**src/design/c6502_pkg.sv**
```systemverilog
`timescale 1ns / 1ps
// ----------------------------------------------------------------------------
// c6502_pkg: shared types and constants of the 6502 execute unit
// Operation codes, request and result payloads, flag positions.
// ----------------------------------------------------------------------------
package c6502_pkg;

	typedef enum logic [5:0] {
		OP_ADC = 6'd0,  OP_SBC = 6'd1,  OP_AND = 6'd2,  OP_ORA = 6'd3,
		OP_EOR = 6'd4,  OP_BIT = 6'd5,  OP_CMP = 6'd6,  OP_CPX = 6'd7,
		OP_CPY = 6'd8,  OP_ASL = 6'd9,  OP_LSR = 6'd10, OP_ROL = 6'd11,
		OP_ROR = 6'd12, OP_INC = 6'd13, OP_DEC = 6'd14, OP_INX = 6'd15,
		OP_INY = 6'd16, OP_DEX = 6'd17, OP_DEY = 6'd18, OP_LDA = 6'd19,
		OP_LDX = 6'd20, OP_LDY = 6'd21, OP_STA = 6'd22, OP_STX = 6'd23,
		OP_STY = 6'd24, OP_TAX = 6'd25, OP_TAY = 6'd26, OP_TSX = 6'd27,
		OP_TXA = 6'd28, OP_TXS = 6'd29, OP_TYA = 6'd30, OP_CLC = 6'd31,
		OP_CLD = 6'd32, OP_CLI = 6'd33, OP_CLV = 6'd34, OP_SEC = 6'd35,
		OP_SED = 6'd36, OP_SEI = 6'd37, OP_PHA = 6'd38, OP_PHP = 6'd39,
		OP_PLA = 6'd40, OP_PLP = 6'd41, OP_BCC = 6'd42, OP_BCS = 6'd43,
		OP_BEQ = 6'd44, OP_BMI = 6'd45, OP_BNE = 6'd46, OP_BPL = 6'd47,
		OP_BVC = 6'd48, OP_BVS = 6'd49, OP_NOP = 6'd50
	} op_t;

	typedef enum logic [1:0] {
		WK_NONE = 2'd0,
		WK_MEM  = 2'd1,
		WK_PUSH = 2'd2
	} wkind_t;

	localparam int FC = 0;
	localparam int FZ = 1;
	localparam int FI = 2;
	localparam int FD = 3;
	localparam int FB = 4;
	localparam int FU = 5;
	localparam int FV = 6;
	localparam int FN = 7;

	localparam logic [7:0]  SP_RESET = 8'hFD;
	localparam logic [7:0]  P_RESET  = 8'h20;
	localparam logic [15:0] PAGE_MASK = 16'hFF00;
	localparam logic [15:0] STACK_BASE = 16'h0100;
	localparam int          QDEPTH = 2;

	typedef struct packed {
		logic [5:0]  op;
		logic [7:0]  operand;
		logic        to_accumulator;
		logic [15:0] target_address;
		logic [15:0] next_pc;
	} req_t;

	// classified request handed from front to back
	typedef struct packed {
		req_t        req;
		logic        is_branch;
		logic        br_want;
		logic [1:0]  br_flag;   // 0 C, 1 Z, 2 N, 3 V
		logic [15:0] br_target;
		logic        br_cross;
	} cls_t;

	typedef struct packed {
		logic [1:0]  write_kind;
		logic [15:0] write_address;
		logic [7:0]  write_data;
		logic        branch_taken;
		logic [15:0] branch_target;
		logic [1:0]  extra_cycles;
		logic [7:0]  acc_out;
		logic [7:0]  x_out;
		logic [7:0]  y_out;
		logic [7:0]  sp_out;
		logic [7:0]  status_out;
	} res_t;

endpackage

```
**src/design/c6502_if.sv**
```systemverilog
`timescale 1ns / 1ps
// ----------------------------------------------------------------------------
// c6502_if: valid/ready channel
// Carries one request or result with its handshake.
// ----------------------------------------------------------------------------
interface c6502_req_if;
	import c6502_pkg::*;
	logic valid;
	logic ready;
	req_t data;
	modport source (output valid, output data, input ready);
	modport sink (input valid, input data, output ready);
endinterface

interface c6502_res_if;
	import c6502_pkg::*;
	logic valid;
	logic ready;
	res_t data;
	modport source (output valid, output data, input ready);
	modport sink (input valid, input data, output ready);
endinterface

```
**src/design/c6502_front.sv**
```systemverilog
`timescale 1ns / 1ps
// ----------------------------------------------------------------------------
// c6502_front: request classification
// Decodes branch condition and computes the branch target and page cross.
// ----------------------------------------------------------------------------
module c6502_front (
	input  c6502_pkg::req_t req,
	output c6502_pkg::cls_t cls
);
	import c6502_pkg::*;

	logic [15:0] rel;
	logic [2:0]  k;

	always_comb begin
		rel = {{8{req.operand[7]}}, req.operand};
		k = 3'(req.op - 6'(OP_BCC));
		cls.req = req;
		cls.is_branch = (req.op inside {[OP_BCC:OP_BVS]});
		cls.br_target = req.next_pc + rel;
		cls.br_cross = ((req.next_pc ^ cls.br_target) & PAGE_MASK) != 16'h0;
		cls.br_want = k[0];
		case (k[2:1])
			2'd0: cls.br_flag = 2'd0;
			2'd1: cls.br_flag = k[0] ? 2'd2 : 2'd1;
			2'd2: cls.br_flag = k[0] ? 2'd2 : 2'd1;
			default: cls.br_flag = 2'd3;
		endcase
		// BMI wants N set, BNE wants Z clear, BPL wants N clear
		if (k == 3'd2) cls.br_want = 1'b1;
		if (k == 3'd3) cls.br_want = 1'b1;
		if (k == 3'd4) cls.br_want = 1'b0;
		if (k == 3'd5) cls.br_want = 1'b0;
	end

endmodule

```
**src/design/c6502_queue.sv**
```systemverilog
`timescale 1ns / 1ps
// ----------------------------------------------------------------------------
// c6502_queue: two-entry request queue
// Decouples the front from the back.
// ----------------------------------------------------------------------------
module c6502_queue (
	input  logic            clk,
	input  logic            arst_n,
	input  logic            push,
	input  c6502_pkg::cls_t din,
	output logic            full,
	input  logic            pop,
	output logic            empty,
	output c6502_pkg::cls_t dout
);
	import c6502_pkg::*;

	cls_t       mem_q [QDEPTH];
	logic       wp_q, rp_q;
	logic [1:0] cnt_q;

	assign full = (cnt_q == 2'(QDEPTH));
	assign empty = (cnt_q == 2'd0);
	assign dout = mem_q[rp_q];

	always_ff @(posedge clk) begin
		if (push) mem_q[wp_q] <= din;
	end

	always_ff @(posedge clk or negedge arst_n) begin
		if (!arst_n) begin
			wp_q <= 1'b0;
			rp_q <= 1'b0;
			cnt_q <= 2'd0;
		end else begin
			if (push) wp_q <= ~wp_q;
			if (pop) rp_q <= ~rp_q;
			cnt_q <= cnt_q + 2'(push) - 2'(pop);
		end
	end

endmodule

```
**src/design/c6502_back.sv**
```systemverilog
`timescale 1ns / 1ps
// ----------------------------------------------------------------------------
// c6502_back: register file, ALU and result register
// Executes one classified request per cycle while go is asserted, and holds the result.
// ----------------------------------------------------------------------------
module c6502_back (
	input  logic            clk,
	input  logic            arst_n,
	input  logic            go,
	input  c6502_pkg::cls_t cls,
	output c6502_pkg::res_t res
);
	import c6502_pkg::*;

	logic [7:0] a_q, x_q, y_q, sp_q, p_q;
	logic [7:0] a_n, x_n, y_n, sp_n, p_n;
	res_t       r_n, res_q;
	logic [7:0] m, src, rr, t;
	logic [8:0] bin, cmpv;
	logic [7:0] mi;
	logic [5:0] lo;
	logic [5:0] hi;
	logic signed [6:0] slo;
	logic signed [9:0] sr;
	logic       rmw, c, flag;
	op_t        op;

	assign res = res_q;

	always_comb begin
		op = op_t'(cls.req.op);
		m = cls.req.operand;
		c = p_q[FC];
		src = cls.req.to_accumulator ? a_q : m;
		a_n = a_q; x_n = x_q; y_n = y_q; sp_n = sp_q; p_n = p_q;
		r_n = '0;
		rr = 8'h0; rmw = 1'b0; t = 8'h0;
		mi = ~m;
		bin = 9'h0; cmpv = 9'h0; lo = 6'h0; hi = 6'h0; slo = '0; sr = '0;
		flag = 1'b0;
		case (op)
			OP_ADC: begin
				bin = {1'b0, a_q} + {1'b0, m} + 9'(c);
				p_n[FC] = bin[8];
				p_n[FZ] = bin[7:0] == 8'h0;
				p_n[FN] = bin[7];
				p_n[FV] = (bin[7] ^ a_q[7]) & (bin[7] ^ m[7]);
				a_n = bin[7:0];
				if (p_q[FD]) begin
					r_n.extra_cycles = 2'd1;
					lo = {2'b0, a_q[3:0]} + {2'b0, m[3:0]} + 6'(c);
					if (lo > 6'd9) lo = lo + 6'd6;
					hi = {2'b0, a_q[7:4]} + {2'b0, m[7:4]} + 6'(lo > 6'hF);
					p_n[FN] = hi[3];
					p_n[FV] = ~(a_q[7] ^ m[7]) & (a_q[7] ^ hi[3]);
					if (hi > 6'd9) hi = hi + 6'd6;
					p_n[FC] = hi > 6'hF;
					a_n = {hi[3:0], lo[3:0]};
				end
			end
			OP_SBC: begin
				bin = {1'b0, a_q} + {1'b0, mi} + 9'(c);
				p_n[FC] = bin[8];
				p_n[FZ] = bin[7:0] == 8'h0;
				p_n[FN] = bin[7];
				p_n[FV] = (bin[7] ^ a_q[7]) & (bin[7] ^ mi[7]);
				a_n = bin[7:0];
				if (p_q[FD]) begin
					r_n.extra_cycles = 2'd1;
					slo = 7'(signed'({1'b0, a_q[3:0]})) - 7'(signed'({1'b0, m[3:0]}))
						+ 7'(signed'({1'b0, c})) - 7'sd1;
					if (slo < 0) slo = 7'(signed'({3'b0, 4'(slo + 7'sd26)})) - 7'sd16;
					sr = 10'(signed'({2'b0, a_q[7:4], 4'h0}))
						- 10'(signed'({2'b0, m[7:4], 4'h0})) + 10'(slo);
					if (sr < 0) sr = sr - 10'sd96;
					a_n = sr[7:0];
				end
			end
			OP_AND: begin a_n = a_q & m; p_n[FZ] = a_n == 8'h0; p_n[FN] = a_n[7]; end
			OP_ORA: begin a_n = a_q | m; p_n[FZ] = a_n == 8'h0; p_n[FN] = a_n[7]; end
			OP_EOR: begin a_n = a_q ^ m; p_n[FZ] = a_n == 8'h0; p_n[FN] = a_n[7]; end
			OP_BIT: begin
				p_n[FZ] = (a_q & m) == 8'h0;
				p_n[FV] = m[6];
				p_n[FN] = m[7];
			end
			OP_CMP, OP_CPX, OP_CPY: begin
				t = (op == OP_CMP) ? a_q : (op == OP_CPX) ? x_q : y_q;
				cmpv = {1'b0, t} - {1'b0, m};
				p_n[FN] = cmpv[7];
				p_n[FC] = ~cmpv[8];
				p_n[FZ] = t == m;
			end
			OP_ASL: begin rr = {src[6:0], 1'b0}; p_n[FC] = src[7]; rmw = 1'b1; end
			OP_LSR: begin rr = {1'b0, src[7:1]}; p_n[FC] = src[0]; rmw = 1'b1; end
			OP_ROL: begin rr = {src[6:0], c}; p_n[FC] = src[7]; rmw = 1'b1; end
			OP_ROR: begin rr = {c, src[7:1]}; p_n[FC] = src[0]; rmw = 1'b1; end
			OP_INC: begin rr = src + 8'd1; rmw = 1'b1; end
			OP_DEC: begin rr = src - 8'd1; rmw = 1'b1; end
			OP_INX: begin x_n = x_q + 8'd1; p_n[FZ] = x_n == 8'h0; p_n[FN] = x_n[7]; end
			OP_INY: begin y_n = y_q + 8'd1; p_n[FZ] = y_n == 8'h0; p_n[FN] = y_n[7]; end
			OP_DEX: begin x_n = x_q - 8'd1; p_n[FZ] = x_n == 8'h0; p_n[FN] = x_n[7]; end
			OP_DEY: begin y_n = y_q - 8'd1; p_n[FZ] = y_n == 8'h0; p_n[FN] = y_n[7]; end
			OP_LDA: begin a_n = m; p_n[FZ] = m == 8'h0; p_n[FN] = m[7]; end
			OP_LDX: begin x_n = m; p_n[FZ] = m == 8'h0; p_n[FN] = m[7]; end
			OP_LDY: begin y_n = m; p_n[FZ] = m == 8'h0; p_n[FN] = m[7]; end
			OP_STA, OP_STX, OP_STY: begin
				r_n.write_kind = WK_MEM;
				r_n.write_address = cls.req.target_address;
				r_n.write_data = (op == OP_STA) ? a_q : (op == OP_STX) ? x_q : y_q;
			end
			OP_TAX: begin x_n = a_q; p_n[FZ] = a_q == 8'h0; p_n[FN] = a_q[7]; end
			OP_TAY: begin y_n = a_q; p_n[FZ] = a_q == 8'h0; p_n[FN] = a_q[7]; end
			OP_TSX: begin x_n = sp_q; p_n[FZ] = sp_q == 8'h0; p_n[FN] = sp_q[7]; end
			OP_TXA: begin a_n = x_q; p_n[FZ] = x_q == 8'h0; p_n[FN] = x_q[7]; end
			OP_TXS: sp_n = x_q;
			OP_TYA: begin a_n = y_q; p_n[FZ] = y_q == 8'h0; p_n[FN] = y_q[7]; end
			OP_CLC: p_n[FC] = 1'b0;
			OP_CLD: p_n[FD] = 1'b0;
			OP_CLI: p_n[FI] = 1'b0;
			OP_CLV: p_n[FV] = 1'b0;
			OP_SEC: p_n[FC] = 1'b1;
			OP_SED: p_n[FD] = 1'b1;
			OP_SEI: p_n[FI] = 1'b1;
			OP_PHA, OP_PHP: begin
				r_n.write_kind = WK_PUSH;
				r_n.write_address = STACK_BASE | {8'h0, sp_q};
				r_n.write_data = (op == OP_PHA) ? a_q : (p_q | 8'h30);
				sp_n = sp_q - 8'd1;
			end
			OP_PLA: begin
				sp_n = sp_q + 8'd1;
				a_n = m; p_n[FZ] = m == 8'h0; p_n[FN] = m[7];
			end
			OP_PLP: begin sp_n = sp_q + 8'd1; p_n = m; end
			default: begin
				if (cls.is_branch) begin
					case (cls.br_flag)
						2'd0: flag = p_q[FC];
						2'd1: flag = p_q[FZ];
						2'd2: flag = p_q[FN];
						default: flag = p_q[FV];
					endcase
					r_n.branch_target = cls.br_target;
					if (flag == cls.br_want) begin
						r_n.branch_taken = 1'b1;
						r_n.extra_cycles = cls.br_cross ? 2'd2 : 2'd1;
					end
				end
			end
		endcase
		if (rmw) begin
			p_n[FZ] = rr == 8'h0;
			p_n[FN] = rr[7];
			if (cls.req.to_accumulator) a_n = rr;
			else begin
				r_n.write_kind = WK_MEM;
				r_n.write_address = cls.req.target_address;
				r_n.write_data = rr;
			end
		end
		p_n[FU] = 1'b1;
		p_n[FB] = 1'b0;
		r_n.acc_out = a_n;
		r_n.x_out = x_n;
		r_n.y_out = y_n;
		r_n.sp_out = sp_n;
		r_n.status_out = p_n;
	end

	always_ff @(posedge clk or negedge arst_n) begin
		if (!arst_n) begin
			a_q <= 8'h0;
			x_q <= 8'h0;
			y_q <= 8'h0;
			sp_q <= SP_RESET;
			p_q <= P_RESET;
		end else if (go) begin
			a_q <= a_n;
			x_q <= x_n;
			y_q <= y_n;
			sp_q <= sp_n;
			p_q <= p_n;
		end
	end

	always_ff @(posedge clk) begin
		if (go) res_q <= r_n;
	end

endmodule

```
**src/design/cpu6502_execute_unit.sv**
```systemverilog
`timescale 1ns / 1ps
// ----------------------------------------------------------------------------
// cpu6502_execute_unit: 6502 ALU and register execute
// A request is registered in the queue and then in the result register before it is output.
// Throughput: one request per cycle while the result channel is ready.
// A two-entry queue sits between classification and execution.
// Reset: A, X, Y cleared, SP to 0xFD, status to 0x20, queue and result empty.
// ----------------------------------------------------------------------------
module cpu6502_execute_unit (
	input  logic clk,
	input  logic arst_n,
	c6502_req_if.sink   in_ch,
	c6502_res_if.source out_ch
);
	import c6502_pkg::*;

	cls_t cls_in, cls_out;
	logic full, empty, pop, out_v_q;

	c6502_front u_front (.req(in_ch.data), .cls(cls_in));

	assign in_ch.ready = ~full;
	assign pop = ~empty & (~out_v_q | out_ch.ready);

	c6502_queue u_queue (
		.clk(clk), .arst_n(arst_n),
		.push(in_ch.valid & ~full), .din(cls_in), .full(full),
		.pop(pop), .empty(empty), .dout(cls_out)
	);

	c6502_back u_back (
		.clk(clk), .arst_n(arst_n), .go(pop), .cls(cls_out), .res(out_ch.data)
	);

	always_ff @(posedge clk or negedge arst_n) begin
		if (!arst_n) out_v_q <= 1'b0;
		else if (pop) out_v_q <= 1'b1;
		else if (out_ch.ready) out_v_q <= 1'b0;
	end

	assign out_ch.valid = out_v_q;

endmodule
```
**src/flat_wrapper.sv**
```systemverilog
// flat-port wrapper written by rule: the top's interface ports become plain ports
module cpu6502_execute_unit_flat import c6502_pkg::*;
  (clk, arst_n, in_ch_valid, in_ch_data, in_ch_ready, out_ch_valid, out_ch_data, out_ch_ready);
  c6502_req_if in_ch_i ();
  c6502_res_if out_ch_i ();
  input  logic clk;
  input  logic arst_n;
  input wire logic [$bits(in_ch_i.valid)-1:0] in_ch_valid;
  input wire logic [$bits(in_ch_i.data)-1:0] in_ch_data;
  output wire logic [$bits(in_ch_i.ready)-1:0] in_ch_ready;
  output wire logic [$bits(out_ch_i.valid)-1:0] out_ch_valid;
  output wire logic [$bits(out_ch_i.data)-1:0] out_ch_data;
  input wire logic [$bits(out_ch_i.ready)-1:0] out_ch_ready;
  assign in_ch_i.valid = in_ch_valid;
  assign in_ch_i.data = in_ch_data;
  assign in_ch_ready = in_ch_i.ready;
  assign out_ch_valid = out_ch_i.valid;
  assign out_ch_data = out_ch_i.data;
  assign out_ch_i.ready = out_ch_ready;
  cpu6502_execute_unit u_core (.clk(clk), .arst_n(arst_n), .in_ch(in_ch_i), .out_ch(out_ch_i));
endmodule
```
**config.mk**
```make
export PLATFORM = sky130hd
export DESIGN_NAME = cpu6502_execute_unit_flat
export DESIGN_NICKNAME = d
export VERILOG_FILES = /design/src/design/c6502_pkg.sv /design/src/design/c6502_if.sv /design/src/design/c6502_front.sv /design/src/design/c6502_queue.sv /design/src/design/c6502_back.sv /design/src/design/cpu6502_execute_unit.sv /design/src/flat_wrapper.sv
export SDC_FILE = /design/constraint.sdc
export NUM_CORES = 1
export LEC_CHECK = 0
export ABC_AREA = 1
export BUFFER_PORTS_ARGS = -buffer_cell sky130_fd_sc_hd__buf_2
export CAP_MARGIN = 20
export CORE_AREA = 2 2 232 234
export CTS_CLUSTER_DIAMETER = 120
export DETAILED_ROUTE_END_ITERATION = 10
export DIE_AREA = 0 0 234 236
export SLEW_MARGIN = 40
export SYNTH_ARGS = -nofsm -noshare
export SYNTH_HDL_FRONTEND = slang
export SYNTH_SLANG_ARGS = --single-unit
```
**constraint.sdc**
```tcl
create_clock -name clk -period 4.7 [get_ports clk]
set_clock_uncertainty 0.2 [all_clocks]
set_input_delay 0.235 -clock clk [delete_from_list [all_inputs] [get_ports clk]]
set_output_delay 0.235 -clock clk [all_outputs]
set_load 0.01 [all_outputs]
```
==> flow_summary.toml <==
[pwr]
power_density_mw_per_mm2 = 810.3
comb_power_share_pct = 62.0
p_leak_nw = 8.441
power.switching_mw = 7.583
p_seq_share_pct = 23.9
ir_worst_vdd_mv = 0.3433
total_power_mw = 15.20
pwr-share-clk_pct = 14.1
p_sw_share_pct = 49.89
p_int_mw = 7.616

[floorplanning]
die_w_microns = 234
num_rows = 85
ioPinCount = 138
start_util_pct = 29.39
die_h_microns = 236
core_area_sq_mm = 0.05307
die_area_sq_mm = 0.05522

[detailed_routing]
drtAntennaViolNets = 0
vias = 14410
drc = 0
drtIter0Drc = 1316
drt_wl_total_microns = 57300
via_per_inst = 5.130
detail_route.wl_per_cell_microns = 20.40
dr.pass1.iters = 6

[synth]
yosys_warnings = 0
synth_cells = 1879
ys_types = 59
synth_edf_count = 187
syn_nets = 2027
yosys.area.top_type = "edfxtp_1"
synthTopCellsByArea = "edfxtp_1 36%, nand2_1 12%, ha_1 6.7%, dfrtp_1 5.8%, inv_1 4.9%"
syn_area_sq_mm = 0.01560
ys_ff_latch = 230
syn_avg_cell_area_sq_um = 8.302
ys_async_sr_fraction_pct = 18.70
synth_top_area_share_pct = 36.00
synth_top_flop_cell = "edfxtp_1"
yosysSeqAreaShare_pct = 42.95

[grt]
antenna_found_initial = 0
grt_usage_pct = 20.58
gr-total-overflow = 0
grt_max_degree = 61
grt_pass1_vias = 14180
grt_pass1_wl_microns = 86890

[sta]
fin_crit_sh_pct = 95.55
setup_tns_ps = 0
tightest_slew_ps = 786.1
timing.fmax_mhz = 222.7
hold_violations = 0
setup_viol = 0
period_needed_ps = 4491
rsz0062_at_grt = "no"
relSlewSlack_pct = 47.59
report.final.slew_viol_count = 0

[cells_and_area]
drive_gt1_share_pct = 17.08
multi_input_area_sq_mm = 0.007906
seqCellArea_sq_mm = 0.006703
diodes = 0
syn_to_final_growth_pct = 20.25
nNetsFinal = 2243
fillCellCount = 5509
utilization_pct = 35.35

[clock_network]
ctsHtreeMaxLevel = 1
cts.sink_count = 230
clk_latency_ps = 580
cts_buffers = 27
clk_pin_slew_ps = 60
cts_tree = "built"
clk_path_buf_depth = 3
root_buffer = "clkbuf_16"

[place]
io_buffers = 135
gp_congestion = 1.007
post-dp-hpwl_microns = 44350

[critical_path]
critPathRequiredTime_ps = 4820
worstPathMaxFanout = 4
arrival_ps = 4610
startpoint_type = "flop"
setup.worst_path.end_class = "flop"
critPathKind = "reg -> reg"

[hold_path]
min_path_type = "in -> reg"

[run]
maxCapViolCount = 0

[run_status]
outcome = "finished, final reports clean"
## critical path, stage by stage (launching register included)
cell,delay (ps)
dfrtp_2,450
nand2_2,100
o21ai_4,80
fa_2,370
fa_2,430
xor2_2,210
ha_2,200
nand2_1,60
o21ai_1,100
fa_2,430
fa_2,430
xnor2_2,180
inv_1,80
ha_1,200
inv_2,70
xor2_1,140
nand2_1,60
nand2_1,50
nand2_1,40
nand2_1,60
nand4_1,100
and2_1,180
## synthesized netlist by cell type (6+ instances only)
master and instances:
nand2_1 479, inv_1 205, edfxtp_1 187, nor2_1 144
nand3_1 119, o21ai_0 101, a21oi_1 88, ha_1 84
xor2_1 56, nand4_1 44, dfrtp_1 36, o22ai_1 33
nand2_2 27, clkbuf_1 26, nor3_1 23, o211ai_1 15
fa_1 13, inv_2 12, nor2_2 12, o21ai_1 12
xnor2_1 12, a21oi_2 9, buf_6 9, or2_2 9
buf_2 8, o32ai_1 8, a221oi_1 7, dfstp_2 7
and2_1 6, nand3b_1 6, o221ai_1 6
## stage by stage
step                instances  worst slack, ps  hold slack, ps  area (sq um)
global placement         2721            124.9           192.5         17350
global route             2809            4.651           69.85         18760
floorplan                1879            11.25          -260.6         15600
CTS                      2806            79.98           23.15         18620
finish                   2809            209.3           47.66         18760
detailed placement       2721            97.59           192.5         17350
## layout by cell type (no fill, tap or decap), types with 22 or more instances in the layout
| cell type | n |
|---|---|
| edfxtp_1 | 187 |
| inv_1 | 201 |
| o21ai_0 | 98 |
| ha_1 | 82 |
| clkbuf_16 | 27 |
| dfrtp_1 | 34 |
| nor2_1 | 142 |
| nand3_1 | 118 |
| nand2_1 | 474 |
| buf_4 | 61 |
| buf_2 | 135 |
| dlygate4sd3_1 | 38 |
| xor2_1 | 54 |
| nor3_1 | 22 |
| a21oi_1 | 86 |
| o22ai_1 | 33 |
| nand4_1 | 44 |
| nand2_2 | 32 |
## cell families (layout without fill, tap and decap cells)
| group | count (synthesis) | count (layout) | share of synthesized area (%) |
|---|---|---|---|
| compound gates | 320 | 320 | 12.24 |
| xor+xnor | 68 | 68 | 3.818 |
| fa+ha+maj | 97 | 97 | 8.406 |
| buf+inv | 270 | 504 | 7.099 |
| flops | 230 | 230 | 42.95 |
| mux | 2 | 2 | 0.1283 |
| other cells | 2 | 2 | 0.04815 |
| simple gates | 890 | 890 | 25.31 |
## flip-flops by register name (all words and copies together) (netlist names), 2 cells and up
name	flops
u_core.u_queue.mem_q	104
u_core.u_back.res	83
u_core.u_back.a_q	8
u_core.u_back.sp_q	8
u_core.u_back.x_q	8
u_core.u_back.y_q	8
u_core.u_back.p_q	6
u_core.u_queue.cnt_q	2
## power by group through the flow
stage	Clock (mW)	Combinational, mW	Sequential (mW)
5_1_grt	2.28	10.4	3.70
2_1_floorplan	0	5.83	3.75
3_3_place_gp	0	8.99	3.65
6_report	2.15	9.43	3.63
3_5_place_dp	0	9.05	3.66
4_1_cts	2.20	9.12	3.63
## area by class of cell
class                           count  share of cell area [%]
Clock buffer                       30                   3.662
Clock inverter                     17                   1.081
Inverter                          220                   4.462
Multi-Input combinational cell   1379                   42.15
Sequential cell                   230                   35.73
Tap cell                          696                   4.642
Timing Repair Buffer              237                   8.271
## per-layer routing
| metal | part of all wire, % | global-route usage (%) |
|---|---|---|
| met5 | 0 | 0 |
| met1 | 43 | 27.25 |
| met3 | 8.0 | 4.086 |
| met4 | 4.4 | 8.516 |
| met2 | 45 | 32.66 |
## path summary, 6_finish.rpt
kind	startpoint	end	slack, ps	cells after the start
min reg2reg	u_core.u_back.p_q[6]	u_core.u_back.p_q[6]	320	2
min	in_ch_data[6]	u_core.u_queue.mem_q[0][7]	50	3
max	u_core.u_queue.rp_q	u_core.u_back.res[39]	210	21
min in group asynchronous	arst_n	u_core.u_back.a_q[3]	100	3
max in group asynchronous	arst_n	u_core.u_back.p_q[0]	3680	3
max reg2reg	u_core.u_queue.rp_q	u_core.u_back.res[39]	210	21
## timing repair
| item | 4_1_cts | 5_1_grt |
|---|---|---|
| hold buffers | 38 | 0 |
| hold endpoints to repair | 122 | 0 |
| setup endpoints to repair | 0 | 10 |
| gates resized for setup | 0 | 32 |
| buffers inserted | 0 | 3 |
(Power assumes the default switching activity.)
